$ cat src/design/hwpid_pkg.sv
// Shared types, constants and microprogram for the heater warm-up PID controller.
package hwpid_pkg;

  // Configuration register indexes
  localparam logic [2:0] REG_PREHEAT_TICKS  = 3'd0;
  localparam logic [2:0] REG_OPER_THRESHOLD = 3'd1;
  localparam logic [2:0] REG_HEATER_TARGET  = 3'd2;
  localparam logic [2:0] REG_GAIN_P         = 3'd3;
  localparam logic [2:0] REG_GAIN_I         = 3'd4;
  localparam logic [2:0] REG_GAIN_D         = 3'd5;
  localparam logic [2:0] REG_INTEGRAL_LIMIT = 3'd6;
  localparam logic [2:0] REG_DRIVE_LIMIT    = 3'd7;

  // Warm-up phases
  localparam logic [1:0] PH_PREHEAT = 2'd0;
  localparam logic [1:0] PH_RAMPUP  = 2'd1;
  localparam logic [1:0] PH_HEATUP  = 2'd2;
  localparam logic [1:0] PH_OPER    = 2'd3;

  // Fixed drive levels
  localparam logic [14:0] PREHEAT_DRIVE = 15'd2000;
  localparam logic [14:0] RAMP_START    = 15'd8000;
  localparam logic [14:0] RAMP_END      = 15'd12000;
  localparam logic [14:0] RAMP_STEP     = 15'd4;
  localparam logic [15:0] DUTY_FULL     = 16'hffff;

  // Quotient bits produced by the serial divider
  localparam logic [4:0] DIV_BITS = 5'd31;

  // Microcode operations
  localparam logic [3:0] OP_NOP     = 4'd0;
  localparam logic [3:0] OP_LOAD    = 4'd1;
  localparam logic [3:0] OP_PHASE   = 4'd2;
  localparam logic [3:0] OP_ESUM    = 4'd3;
  localparam logic [3:0] OP_CLAMP   = 4'd4;
  localparam logic [3:0] OP_MULI    = 4'd5;
  localparam logic [3:0] OP_MULD    = 4'd6;
  localparam logic [3:0] OP_SUM     = 4'd7;
  localparam logic [3:0] OP_LIMIT   = 4'd8;
  localparam logic [3:0] OP_DUTYMUL = 4'd9;
  localparam logic [3:0] OP_DIVINIT = 4'd10;
  localparam logic [3:0] OP_DIV     = 4'd11;
  localparam logic [3:0] OP_DUTY    = 4'd12;
  localparam logic [3:0] OP_OUT     = 4'd13;

  // Stall conditions: the step holds and does nothing while true
  localparam logic [1:0] ST_NONE    = 2'd0;
  localparam logic [1:0] ST_NOIN    = 2'd1;
  localparam logic [1:0] ST_OUTBUSY = 2'd2;

  // Jump conditions: go to the target when true, else to the next step
  localparam logic [1:0] JP_NONE    = 2'd0;
  localparam logic [1:0] JP_ALWAYS  = 2'd1;
  localparam logic [1:0] JP_NOPID   = 2'd2;
  localparam logic [1:0] JP_DIVMORE = 2'd3;

  // Program labels
  localparam int unsigned PC_W = 4;
  localparam logic [PC_W-1:0] PC_WAIT    = 4'd0;
  localparam logic [PC_W-1:0] PC_PHASE   = 4'd1;
  localparam logic [PC_W-1:0] PC_ESUM    = 4'd2;
  localparam logic [PC_W-1:0] PC_CLAMP   = 4'd3;
  localparam logic [PC_W-1:0] PC_MULI    = 4'd4;
  localparam logic [PC_W-1:0] PC_MULD    = 4'd5;
  localparam logic [PC_W-1:0] PC_SUM     = 4'd6;
  localparam logic [PC_W-1:0] PC_LIMIT   = 4'd7;
  localparam logic [PC_W-1:0] PC_DUTYMUL = 4'd8;
  localparam logic [PC_W-1:0] PC_DIVINIT = 4'd9;
  localparam logic [PC_W-1:0] PC_DIV     = 4'd10;
  localparam logic [PC_W-1:0] PC_DUTY    = 4'd11;
  localparam logic [PC_W-1:0] PC_OUT     = 4'd12;

  typedef struct packed {
    logic [3:0]      op;
    logic [1:0]      stall;
    logic [1:0]      jump;
    logic [PC_W-1:0] target;
  } ctrl_word_t;

  // Control store: one control word per step
  function automatic ctrl_word_t micro_rom(logic [PC_W-1:0] pc);
    ctrl_word_t cw;
    cw = '{op: OP_NOP, stall: ST_NONE, jump: JP_ALWAYS, target: PC_WAIT};
    case (pc)
      PC_WAIT:    cw = '{op: OP_LOAD,    stall: ST_NOIN,    jump: JP_NONE,    target: PC_WAIT};
      PC_PHASE:   cw = '{op: OP_PHASE,   stall: ST_NONE,    jump: JP_NOPID,   target: PC_DUTYMUL};
      PC_ESUM:    cw = '{op: OP_ESUM,    stall: ST_NONE,    jump: JP_NONE,    target: PC_WAIT};
      PC_CLAMP:   cw = '{op: OP_CLAMP,   stall: ST_NONE,    jump: JP_NONE,    target: PC_WAIT};
      PC_MULI:    cw = '{op: OP_MULI,    stall: ST_NONE,    jump: JP_NONE,    target: PC_WAIT};
      PC_MULD:    cw = '{op: OP_MULD,    stall: ST_NONE,    jump: JP_NONE,    target: PC_WAIT};
      PC_SUM:     cw = '{op: OP_SUM,     stall: ST_NONE,    jump: JP_NONE,    target: PC_WAIT};
      PC_LIMIT:   cw = '{op: OP_LIMIT,   stall: ST_NONE,    jump: JP_NONE,    target: PC_WAIT};
      PC_DUTYMUL: cw = '{op: OP_DUTYMUL, stall: ST_NONE,    jump: JP_NONE,    target: PC_WAIT};
      PC_DIVINIT: cw = '{op: OP_DIVINIT, stall: ST_NONE,    jump: JP_NONE,    target: PC_WAIT};
      PC_DIV:     cw = '{op: OP_DIV,     stall: ST_NONE,    jump: JP_DIVMORE, target: PC_DIV};
      PC_DUTY:    cw = '{op: OP_DUTY,    stall: ST_NONE,    jump: JP_NONE,    target: PC_WAIT};
      PC_OUT:     cw = '{op: OP_OUT,     stall: ST_OUTBUSY, jump: JP_ALWAYS,  target: PC_WAIT};
      default:    cw = '{op: OP_NOP,     stall: ST_NONE,    jump: JP_ALWAYS,  target: PC_WAIT};
    endcase
    return cw;
  endfunction

endpackage

$ cat src/design/heater_warmup_pid_controller_unit.sv
// Heater warm-up sequencer with PID regulation and PWM duty computation.
//
// One input transaction is one 10 ms tick (sensor reading, battery voltage) and
// yields one result transaction (phase, heater drive, inverted PWM duty). A
// microcoded sequencer walks a 13-step program over a datapath with one shared
// 17x17 signed multiplier and a one-bit-per-cycle restoring divider. A tick in
// heat-up or operational runs all 13 steps; a tick in preheat or ramp-up skips
// the six PID steps. Most of a tick's time goes to the divider iterations for
// the duty quotient. The sequencer takes a new tick only once it is back at its
// load step after presenting the previous result. The result sits in an output
// register, so the next tick is accepted while it waits; the sequencer only
// holds at its last step if the previous result is still untaken. Configuration
// registers are written through a plain write port; a write takes effect at
// once, also on a tick that is in progress.
module heater_warmup_pid_controller_unit
  import hwpid_pkg::*;
(
  input  logic        clk_i,
  input  logic        rst_ni,
  // configuration write port
  input  logic        cfg_we_i,
  input  logic [2:0]  cfg_addr_i,
  input  logic [15:0] cfg_wdata_i,
  // tick input
  input  logic        in_valid_i,
  output logic        in_ready_o,
  input  logic [11:0] sensor_reading_i,
  input  logic [14:0] battery_voltage_i,
  // result output
  output logic        out_valid_o,
  input  logic        out_ready_i,
  output logic [1:0]  phase_o,
  output logic [14:0] heater_drive_o,
  output logic [15:0] pwm_duty_o
);

  // Configuration registers
  logic [15:0]        preheat_ticks_q;
  logic [11:0]        oper_threshold_q;
  logic [11:0]        heater_target_q;
  logic signed [15:0] gain_p_q;
  logic signed [15:0] gain_i_q;
  logic signed [15:0] gain_d_q;
  logic [14:0]        integral_limit_q;
  logic [14:0]        drive_limit_q;

  // Sequencer and architectural state
  logic [PC_W-1:0]    pc_q, pc_d;
  logic [1:0]         phase_q, phase_d;
  logic [15:0]        preheat_count_q, preheat_count_d;
  logic [14:0]        drive_q, drive_d;
  logic signed [15:0] error_sum_q, error_sum_d;
  logic signed [12:0] prev_error_q, prev_error_d;
  logic               out_valid_q, out_valid_d;

  // Datapath working registers
  logic [11:0]        reading_q, reading_d;
  logic [14:0]        vbat_q, vbat_d;
  logic signed [12:0] err_q, err_d;
  logic signed [13:0] dif_q, dif_d;
  logic signed [16:0] raw_sum_q, raw_sum_d;
  logic signed [33:0] prod_q, prod_d;
  logic signed [33:0] acc_q, acc_d;
  logic [30:0]        num_q, num_d;
  logic [14:0]        rem_q, rem_d;
  logic [4:0]         div_cnt_q, div_cnt_d;
  logic [15:0]        duty_q, duty_d;
  logic [1:0]         phase_out_q, phase_out_d;
  logic [14:0]        drive_out_q, drive_out_d;
  logic [15:0]        duty_out_q, duty_out_d;

  // Control and helper signals
  ctrl_word_t         cw;
  logic               stalled;
  logic               jump_taken;
  logic               exec;
  logic signed [16:0] mul_a, mul_b;
  logic signed [33:0] mul_p;
  logic [16:0]        div_trial;
  logic signed [16:0] lim_pos, lim_neg;
  logic signed [33:0] drive_lim_ext;

  // Fetch the control word and resolve stall and jump
  always_comb begin
    cw = micro_rom(pc_q);
    case (cw.stall)
      ST_NOIN:    stalled = !in_valid_i;
      ST_OUTBUSY: stalled = out_valid_q && !out_ready_i;
      default:    stalled = 1'b0;
    endcase
    case (cw.jump)
      JP_ALWAYS:  jump_taken = 1'b1;
      JP_NOPID:   jump_taken = !phase_q[1];
      JP_DIVMORE: jump_taken = (div_cnt_q != 5'd1);
      default:    jump_taken = 1'b0;
    endcase
    exec = !stalled;
    if (stalled) begin
      pc_d = pc_q;
    end else if (jump_taken) begin
      pc_d = cw.target;
    end else begin
      pc_d = pc_q + 4'd1;
    end
  end

  assign in_ready_o = (cw.op == OP_LOAD);

  // Select the shared multiplier operands
  always_comb begin
    case (cw.op)
      OP_CLAMP: begin
        mul_a = {gain_p_q[15], gain_p_q};
        mul_b = {{4{err_q[12]}}, err_q};
      end
      OP_MULI: begin
        mul_a = {gain_i_q[15], gain_i_q};
        mul_b = {error_sum_d[15], error_sum_d};
      end
      OP_MULD: begin
        mul_a = {gain_d_q[15], gain_d_q};
        mul_b = {{3{dif_q[13]}}, dif_q};
      end
      OP_DUTYMUL: begin
        mul_a = {1'b0, DUTY_FULL};
        mul_b = {2'b00, drive_q};
      end
      default: begin
        mul_a = '0;
        mul_b = '0;
      end
    endcase
    mul_p = mul_a * mul_b;
  end

  // Helpers for clamps and the divider step
  assign lim_pos       = $signed({2'b00, integral_limit_q});
  assign lim_neg       = -lim_pos;
  assign drive_lim_ext = $signed({19'd0, drive_limit_q});
  assign div_trial     = {1'b0, rem_q, num_q[30]} - {2'b00, vbat_q};

  // Execute the current step
  always_comb begin
    phase_d         = phase_q;
    preheat_count_d = preheat_count_q;
    drive_d         = drive_q;
    error_sum_d     = error_sum_q;
    prev_error_d    = prev_error_q;
    reading_d       = reading_q;
    vbat_d          = vbat_q;
    err_d           = err_q;
    dif_d           = dif_q;
    raw_sum_d       = raw_sum_q;
    prod_d          = prod_q;
    acc_d           = acc_q;
    num_d           = num_q;
    rem_d           = rem_q;
    div_cnt_d       = div_cnt_q;
    duty_d          = duty_q;
    phase_out_d     = phase_out_q;
    drive_out_d     = drive_out_q;
    duty_out_d      = duty_out_q;
    out_valid_d     = out_valid_q;

    // drop the result once taken
    if (out_ready_i) begin
      out_valid_d = 1'b0;
    end

    if (exec) begin
      case (cw.op)
        OP_LOAD: begin
          reading_d = sensor_reading_i;
          vbat_d    = battery_voltage_i;
        end
        OP_PHASE: begin
          err_d = $signed({1'b0, reading_q}) - $signed({1'b0, heater_target_q});
          case (phase_q)
            PH_PREHEAT: begin
              if (preheat_count_q < preheat_ticks_q) begin
                drive_d         = PREHEAT_DRIVE;
                preheat_count_d = preheat_count_q + 16'd1;
              end else begin
                preheat_count_d = '0;
                phase_d         = PH_RAMPUP;
                drive_d         = RAMP_START;
              end
            end
            PH_RAMPUP: begin
              if (drive_q > RAMP_END) begin
                phase_d = PH_HEATUP;
              end
              drive_d = drive_q + RAMP_STEP;
            end
            PH_HEATUP: begin
              if (reading_q < oper_threshold_q) begin
                phase_d = PH_OPER;
              end
            end
            default: begin
              phase_d = phase_q;
            end
          endcase
        end
        OP_ESUM: begin
          raw_sum_d    = {error_sum_q[15], error_sum_q} + {{4{err_q[12]}}, err_q};
          dif_d        = {err_q[12], err_q} - {prev_error_q[12], prev_error_q};
          prev_error_d = err_q;
        end
        OP_CLAMP: begin
          if (raw_sum_q > lim_pos) begin
            error_sum_d = lim_pos[15:0];
          end else if (raw_sum_q < lim_neg) begin
            error_sum_d = lim_neg[15:0];
          end else begin
            error_sum_d = raw_sum_q[15:0];
          end
          prod_d = mul_p;
        end
        OP_MULI: begin
          acc_d  = prod_q;
          prod_d = mul_p;
        end
        OP_MULD: begin
          acc_d  = acc_q + (prod_q >>> 1);
          prod_d = mul_p;
        end
        OP_SUM: begin
          acc_d = acc_q + prod_q;
        end
        OP_LIMIT: begin
          if (acc_q < 0) begin
            drive_d = '0;
          end else if (acc_q > drive_lim_ext) begin
            drive_d = drive_limit_q;
          end else begin
            drive_d = acc_q[14:0];
          end
        end
        OP_DUTYMUL: begin
          prod_d = mul_p;
        end
        OP_DIVINIT: begin
          num_d     = prod_q[30:0];
          rem_d     = '0;
          div_cnt_d = DIV_BITS;
        end
        OP_DIV: begin
          // restoring step: one quotient bit per cycle
          if (!div_trial[16]) begin
            rem_d = div_trial[14:0];
            num_d = {num_q[29:0], 1'b1};
          end else begin
            rem_d = {rem_q[13:0], num_q[30]};
            num_d = {num_q[29:0], 1'b0};
          end
          div_cnt_d = div_cnt_q - 5'd1;
        end
        OP_DUTY: begin
          if ((vbat_q == '0) || (num_q[30:16] != '0)) begin
            duty_d = '0;
          end else begin
            duty_d = DUTY_FULL - num_q[15:0];
          end
        end
        OP_OUT: begin
          phase_out_d = phase_q;
          drive_out_d = drive_q;
          duty_out_d  = duty_q;
          out_valid_d = 1'b1;
        end
        default: begin
          out_valid_d = out_valid_d;
        end
      endcase
    end
  end

  // Hold configuration; write at the addressed index
  always_ff @(posedge clk_i or negedge rst_ni) begin
    if (!rst_ni) begin
      preheat_ticks_q  <= 16'd3000;
      oper_threshold_q <= 12'd1500;
      heater_target_q  <= 12'd1028;
      gain_p_q         <= 16'sd1;
      gain_i_q         <= 16'sd0;
      gain_d_q         <= 16'sd0;
      integral_limit_q <= 15'd32767;
      drive_limit_q    <= 15'd32767;
    end else if (cfg_we_i) begin
      case (cfg_addr_i)
        REG_PREHEAT_TICKS:  preheat_ticks_q  <= cfg_wdata_i;
        REG_OPER_THRESHOLD: oper_threshold_q <= cfg_wdata_i[11:0];
        REG_HEATER_TARGET:  heater_target_q  <= cfg_wdata_i[11:0];
        REG_GAIN_P:         gain_p_q         <= cfg_wdata_i;
        REG_GAIN_I:         gain_i_q         <= cfg_wdata_i;
        REG_GAIN_D:         gain_d_q         <= cfg_wdata_i;
        REG_INTEGRAL_LIMIT: integral_limit_q <= cfg_wdata_i[14:0];
        REG_DRIVE_LIMIT:    drive_limit_q    <= cfg_wdata_i[14:0];
        default:            preheat_ticks_q  <= preheat_ticks_q;
      endcase
    end
  end

  // Advance sequencer and controller state
  always_ff @(posedge clk_i or negedge rst_ni) begin
    if (!rst_ni) begin
      pc_q            <= PC_WAIT;
      phase_q         <= PH_PREHEAT;
      preheat_count_q <= '0;
      drive_q         <= '0;
      error_sum_q     <= '0;
      prev_error_q    <= '0;
      out_valid_q     <= 1'b0;
    end else begin
      pc_q            <= pc_d;
      phase_q         <= phase_d;
      preheat_count_q <= preheat_count_d;
      drive_q         <= drive_d;
      error_sum_q     <= error_sum_d;
      prev_error_q    <= prev_error_d;
      out_valid_q     <= out_valid_d;
    end
  end

  // Update datapath working registers
  always_ff @(posedge clk_i) begin
    reading_q   <= reading_d;
    vbat_q      <= vbat_d;
    err_q       <= err_d;
    dif_q       <= dif_d;
    raw_sum_q   <= raw_sum_d;
    prod_q      <= prod_d;
    acc_q       <= acc_d;
    num_q       <= num_d;
    rem_q       <= rem_d;
    div_cnt_q   <= div_cnt_d;
    duty_q      <= duty_d;
    phase_out_q <= phase_out_d;
    drive_out_q <= drive_out_d;
    duty_out_q  <= duty_out_d;
  end

  assign out_valid_o    = out_valid_q;
  assign phase_o        = phase_out_q;
  assign heater_drive_o = drive_out_q;
  assign pwm_duty_o     = duty_out_q;

endmodule
$ cat config.mk
export PLATFORM = sky130hd
export DESIGN_NAME = heater_warmup_pid_controller_unit
export DESIGN_NICKNAME = d
export VERILOG_FILES = /design/src/design/hwpid_pkg.sv /design/src/design/heater_warmup_pid_controller_unit.sv
export SDC_FILE = /design/constraint.sdc
export NUM_CORES = 2
export LEC_CHECK = 0
export BUFFER_PORTS_ARGS = -buffer_cell sky130_fd_sc_hd__buf_4
export CORE_UTILIZATION = 41
export DETAILED_ROUTE_END_ITERATION = 10
export SYNTH_ARGS = -nofsm -noshare
export SYNTH_HDL_FRONTEND = slang
export SYNTH_SLANG_ARGS = --single-unit
$ cat constraint.sdc
create_clock -name clk_i -period 11.9 [get_ports clk_i]
set_clock_uncertainty 0.15 [all_clocks]
set_input_delay 3.57 -clock clk_i [delete_from_list [all_inputs] [get_ports clk_i]]
set_output_delay 3.57 -clock clk_i [all_outputs]
set_load 0.005 [all_outputs]
Word level (Yosys, flattened, before mapping)
Memory sizes are Yosys's and may differ from the RTL's.
Index checks and enable logic that the tools add are counted.
{ "op_classes": {"addsub": 12, "mul": 1, "magnitude_cmp": 7, "eq_ne": 32, "mux": 28, "bitwise": 1, "n_reduce_logical": 33} }
{ "op_table": {"columns": ["cell", "count"], "rows": [
  ["$pmux W17 S4", 2],
  ["$pmux W34 S3", 1],
  ["$pmux W15 S2", 3],
  ["$mux W16", 5],
  ["$pmux W31 S2", 1],
  ["$mux W15", 3],
  ["$add A34 B33 Y34", 1],
  ["$add A34 B34 Y34", 1],
  ["$gt A34 B16 Y1", 1],
  ["$lt A34 B1 Y1 const B", 1],
  ["$mul A17 B17 Y34", 1],
  ["$reduce_and A2 Y1", 16],
  ["$eq A4 B4 Y1 const B", 6],
  ["$add A16 B13 Y17", 1],
  ["$gt A17 B16 Y1", 1],
  ["$lt A17 B17 Y1", 1],
  ["$neg A15 Y17", 1],
  ["$sub A16 B15 Y17", 1],
  ["$add A16 B1 Y16 const B", 1],
  ["$eq A4 B3 Y1 const B", 4],
  ["$lt A16 B16 Y1", 1],
  ["$sub A16 B16 Y16 const A", 1],
  ["$add A15 B3 Y15 const B", 1],
  ["$gt A15 B14 Y1 const B", 1],
  ["36 further kinds", 58]
]} }
{ "word_totals": {"register_bits": 424, "romBits": 160, "n_memories": 1} }
{ "mem_list": {"columns": ["name", "words", "width", "rd", "rd_clocked_by_memory_dff", "wr", "line", "rtl"], "rows": [
  ["(no name shown)", 16, 10, 1, 0, 0, "hwpid_pkg.sv:84", "case (pc)"]
]} }

Logic depth before layout (Yosys ltp)
{ "logic_depth": {"depth_word": 8, "ltp_mapped": 41} }

Worst setup path after synthesis
No wires, ideal clock.
{ "synth_path": {"kind": "flip-flop to flip-flop", "startpoint": "reg integral_limit_q[2]", "endpoint": "reg prod_q[32], data pin", "setup_time_ps": 257, "t_arrival_ps": 8808, "required_ps": 11493, "path_slack_ps": 2685, "stages_incl_launch_ff": 40, "path_buffers": 2, "synth_period_minus_slack_ps": 9215, "cell_sequence": "dfstp_2 > clkbuf_1 > nor3_1 > nand3_1 > nor2_1 > nand2_1 > nor4_1 > xnor2_1 > inv_1 > ha_1 > a21o_1 > a211oi_1 > nor3b_1 > nand3_1 > a31oi_4 > mux2i_1 > a211o_1 > a21oi_4 > [4 not listed] > fa_1 > fa_1 > fa_1 > fa_1 > inv_1 > fa_1 > inv_1 > ha_1 > a21o_1 > a21o_1 > a21o_1 > a21o_1 > a21oi_1 > o21ai_1 > a31o_2 > nor2b_1 > o41a_1 > xor2_1"} }
{ "synth_between": {"elab_chain_len": 8} }
{ "synth_rtl": {"columns": ["element", "line", "rtl"], "rows": [
  ["start: declaration", "heater_warmup_pid_controller_unit.sv:44", "logic [14:0] integral_limit_q;"],
  ["start signal: assignment", "heater_warmup_pid_controller_unit.sv:298", "REG_INTEGRAL_LIMIT: integral_limit_q <= cfg_wdata_i[14:0];"],
  ["$neg A15 Y17", "heater_warmup_pid_controller_unit.sv:138", "assign lim_neg = -lim_pos;"],
  ["$lt A17 B17 Y1", "heater_warmup_pid_controller_unit.sv:213", "end else if (raw_sum_q < lim_neg) begin"],
  ["$mux W16", "heater_warmup_pid_controller_unit.sv:213", null],
  ["$mux W16 (*)", "heater_warmup_pid_controller_unit.sv:211", "if (raw_sum_q > lim_pos) begin"],
  ["$mux W16 (*)", "heater_warmup_pid_controller_unit.sv:171", "case (cw.op)"],
  ["$mux W16 (*)", "heater_warmup_pid_controller_unit.sv:170", "if (exec) begin"],
  ["$pmux W17 S4 (*)", "heater_warmup_pid_controller_unit.sv:111", "case (cw.op)"],
  ["$mul A17 B17 Y34 (*)", "heater_warmup_pid_controller_unit.sv:133", "mul_p = mul_a * mul_b;"],
  ["net mul_p[32]", "heater_warmup_pid_controller_unit.sv:78", "logic signed [33:0] mul_p;"],
  ["end signal: assignment", "heater_warmup_pid_controller_unit.sv:333", "prod_q <= prod_d;"],
  ["end: declaration", "heater_warmup_pid_controller_unit.sv:62", "logic signed [33:0] prod_q, prod_d;"]
]} }
Mark *: on every way through the listed nets, which the timed path passes. The rest lies on a longest branch.
A chain may end at the register's enable or synchronous reset.

Worst setup path in the final report
{ "layout_path": {"startpoint": "reg integral_limit_q[1]", "endpoint": "reg prod_q[33], data pin"} }
The elaborated chain is that of the path after synthesis.

==> flow_metrics.env <==
export IMPL_status="complete, no violations"
export IMPL_multiInputGateArea_um2=20600
export IMPL_ios=86
export IMPL_cts_sinks=424
export IMPL_htreeDepth=2
export IMPL_cts_buffers=49
export IMPL_grt_pass1_vias=25684
export IMPL_gp_congestion=0.889
export IMPL_ys_types=91
export IMPL_power_switching_w=0.00550
export IMPL_clk_latency_ns=0.61
export IMPL_final_common_cell="inv_1"
export IMPL_antenna_found_initial=4
export IMPL_drt_iter0_drc=1595
export IMPL_rows=106
export IMPL_grt_overflow=0
export IMPL_grt_setup_unrepaired="false"
export IMPL_wire_per_inst_um=18.9
export IMPL_vias_per_cell=5.31
export IMPL_drt_total_wl_um=89600
export IMPL_numPortBuffers=85
export IMPL_antenna_cells=0
export IMPL_path_max_fanout=18
export IMPL_netlist_instances=3474
export IMPL_startpoint="integral_limit_q[1]$_DFFE_PN1P_"
export IMPL_fin_util_pct=45.9
export IMPL_place_ws_ns=1.43
export IMPL_core_um2=83700
export IMPL_rrSetupSlack_ns=1.38
export IMPL_synth_nets=4088
export IMPL_yosys_warnings=0
export IMPL_syn_area_um2=34700
export IMPL_leakagePower_nw=17.6
export IMPL_max_slew_margin_pct=20.0
export IMPL_drcViolationCount=0
export IMPL_crit_top_cell="fa_1"
export IMPL_drv_cap=0
export IMPL_initial_core_util_pct=41.5
export IMPL_tightest_slew_ns=1.19
export IMPL_drt_pass1_iter_count=7
export IMPL_hold_class="reg -> reg"
export IMPL_cp_num_buf_inv=4
export IMPL_final_cell_mix="505 x inv_1, 386 x nand2_1, 346 x nor2_1"
export IMPL_clk_path_buf_depth=3
export IMPL_ys_ff_latch=424
export IMPL_grt_pass1_wl_um=145000
export IMPL_post_cts_setup_buffers=0
export IMPL_vias=25113
export IMPL_crit_path_top_delay_cell="o22ai_2"
export IMPL_cts_repair_resize_count=0
export IMPL_slowest_delay_ns=0.78
export IMPL_criticalPathCategory="reg -> reg"
export IMPL_cts_root_buf="clkbuf_16"
export IMPL_avgSynthCellArea_um2=9.99
export IMPL_finalHoldViolations=0
export IMPL_fin_setup_tns_ns=0
export IMPL_num_fill_cells=7925
export IMPL_area_growth_syn_to_layout_pct=10.7
export IMPL_ys_flop_type="edfxtp_1"
export IMPL_cp_end_kind="register"
export IMPL_instances_no_fill=4732
export IMPL_clkTransAtPathRegs_ns=0.06
export IMPL_ys_seq_area_share_pct=34.2
export IMPL_cts_tree="done"
export IMPL_synth_edf_count=239
export IMPL_fmax_mhz=95.0
export IMPL_seq_area_um2=11900
export IMPL_setup_viol=0
export IMPL_min_delay_start="duty_q[15]$_SDFFCE_PP0P_"
export IMPL_dp_cells=4641
export IMPL_die_area_um2=85900
export IMPL_p_per_area_nw_per_um2=299
export IMPL_hold_buffers=0
export IMPL_regToRegStartpoint="integral_limit_q[1]$_DFFE_PN1P_"
export IMPL_fp_dieW_um=293
export IMPL_drive_above_1_share_pct=12.3
export IMPL_crit_required_ns=12.08
export IMPL_power_frac_comb_pct=61.3
export IMPL_crit_family="adder cells"
export IMPL_ant_nets=0
export IMPL_finalCritPeriodShare_pct=88.4
export IMPL_final_max_slew_viol_count=0
export IMPL_grt_use_total_pct=21.5
export IMPL_intPower_w=0.00600
export IMPL_pwr_share_seq_pct=25.0
export IMPL_irDropWorstVdd_v=0.000151
export IMPL_synthArstFlopShare_pct=43.6
export IMPL_setup_slack_ns=1.38
export IMPL_switching_share_pct=47.8
export IMPL_arrival_ns=10.70
export IMPL_fp_dieH_um=293
export IMPL_clkPwrFrac_pct=13.6
export IMPL_nets=4172
export IMPL_grt_max_degree=93
export IMPL_layout_min_cycle_time_ns=10.52
export IMPL_dp_hpwl_um=69300
export IMPL_worstSetupStartpointType="register"
-- sequential cells by signal, summed over array words and instances, names as in the netlist, 16 cells and up --
name,count
num_q,31
pwm_duty_o,16
raw_sum_q,17
preheat_count_q,16
gain_p_q,16
duty_q,16
prod_q,34
gain_d_q,16
acc_q,34
gain_i_q,16
preheat_ticks_q,16
error_sum_q,16
-- layer usage --
layer / GRT usage [%] / wire length (µm) / vias to the layer above / share of wire (%)
li1: - / - / 11873 / -
met1: 29.9 / 40800 / 12455 / 46
met2: 35.6 / 41700 / 661 / 47
met3: 2.31 / 4600 / 124 / 5.1
met4: 6.04 / 2540 / 0 / 2.8
met5: 0 / 0 / - / 0
-- cell usage after synthesis (all sizes together), types with 23 or more instances --
| cell type | instances | area (µm²) |
|---|---|---|
| dfrtp | 138 | 3450 |
| o21ai | 218 | 1100 |
| xor2 | 44 | 385 |
| xnor2 | 78 | 683 |
| nor2 | 353 | 1330 |
| nand2b | 32 | 200 |
| nor3 | 45 | 246 |
| mux2i | 34 | 340 |
| buf | 39 | 214 |
| nand3 | 35 | 175 |
| a31oi | 23 | 159 |
| mux2 | 119 | 1340 |
| fa | 301 | 6030 |
| a21oi | 109 | 579 |
| nor2b | 23 | 151 |
| o21a | 24 | 180 |
| nand2 | 387 | 1450 |
| clkbuf | 59 | 221 |
| a21o | 66 | 495 |
| dfstp | 47 | 1230 |
| edfxtp | 239 | 7180 |
| inv | 506 | 1900 |
| ha | 262 | 3280 |
-- metrics by stage --
step	area, µm²	hold slack, ns	total power (W)
2_1_floorplan	34700	0.250	0.00791
3_3_place_gp	36800	0.254	0.00982
3_5_place_dp	36800	0.255	0.00992
4_1_cts	38400	0.270	0.0116
5_1_grt	38400	0.271	0.0126
6_report	38400	0.268	0.0115
-- power groups by stage --
stage / registers [W] / logic [W] / clock network [W]
6_report: 0.00288 / 0.00705 / 0.00157
2_1_floorplan: 0.00268 / 0.00523 / 0
3_5_place_dp: 0.00290 / 0.00702 / 0
3_3_place_gp: 0.00289 / 0.00692 / 0
4_1_cts: 0.00288 / 0.00707 / 0.00161
5_1_grt: 0.00294 / 0.00799 / 0.00167
-- final timing paths --
kind / to / cells after the start
max reg2reg: prod_q[33]$_DFFE_PP_ / 37
min reg2reg: pwm_duty_o[15]$_DFFE_PP_ / 0
max in group asynchronous: drive_q[7]$_DFFE_PN0P_ / 2
min in group asynchronous: preheat_count_q[10]$_DFFE_PN0P_ / 1
max: prod_q[33]$_DFFE_PP_ / 37
min: pwm_duty_o[15]$_DFFE_PP_ / 0
-- cell type report --
class | instances | area share [%]
timing repair buffer | 131 | 2.57
inverter | 507 | 4.95
tap | 1134 | 3.69
sequential | 424 | 30.9
clock inverter | 23 | 0.605
multi-input combinational | 2445 | 53.6
clock buffer | 68 | 3.73
-- kinds of logic (layout without fill, tap and decap cells) --
logic type / count (synthesis) / count (layout) / share of synthesized area, %
AOI/OAI and AO/OA: 613 / 613 / 11.8
xor gates and xnor gates: 122 / 122 / 3.08
adders and majority gates: 563 / 563 / 26.8
buffers and inverters: 605 / 729 / 6.74
DFF: 424 / 424 / 34.2
muxes: 153 / 153 / 4.84
and+or+nand+nor: 994 / 994 / 12.6
No activity file was read; power rests on OpenSTA's default activity.
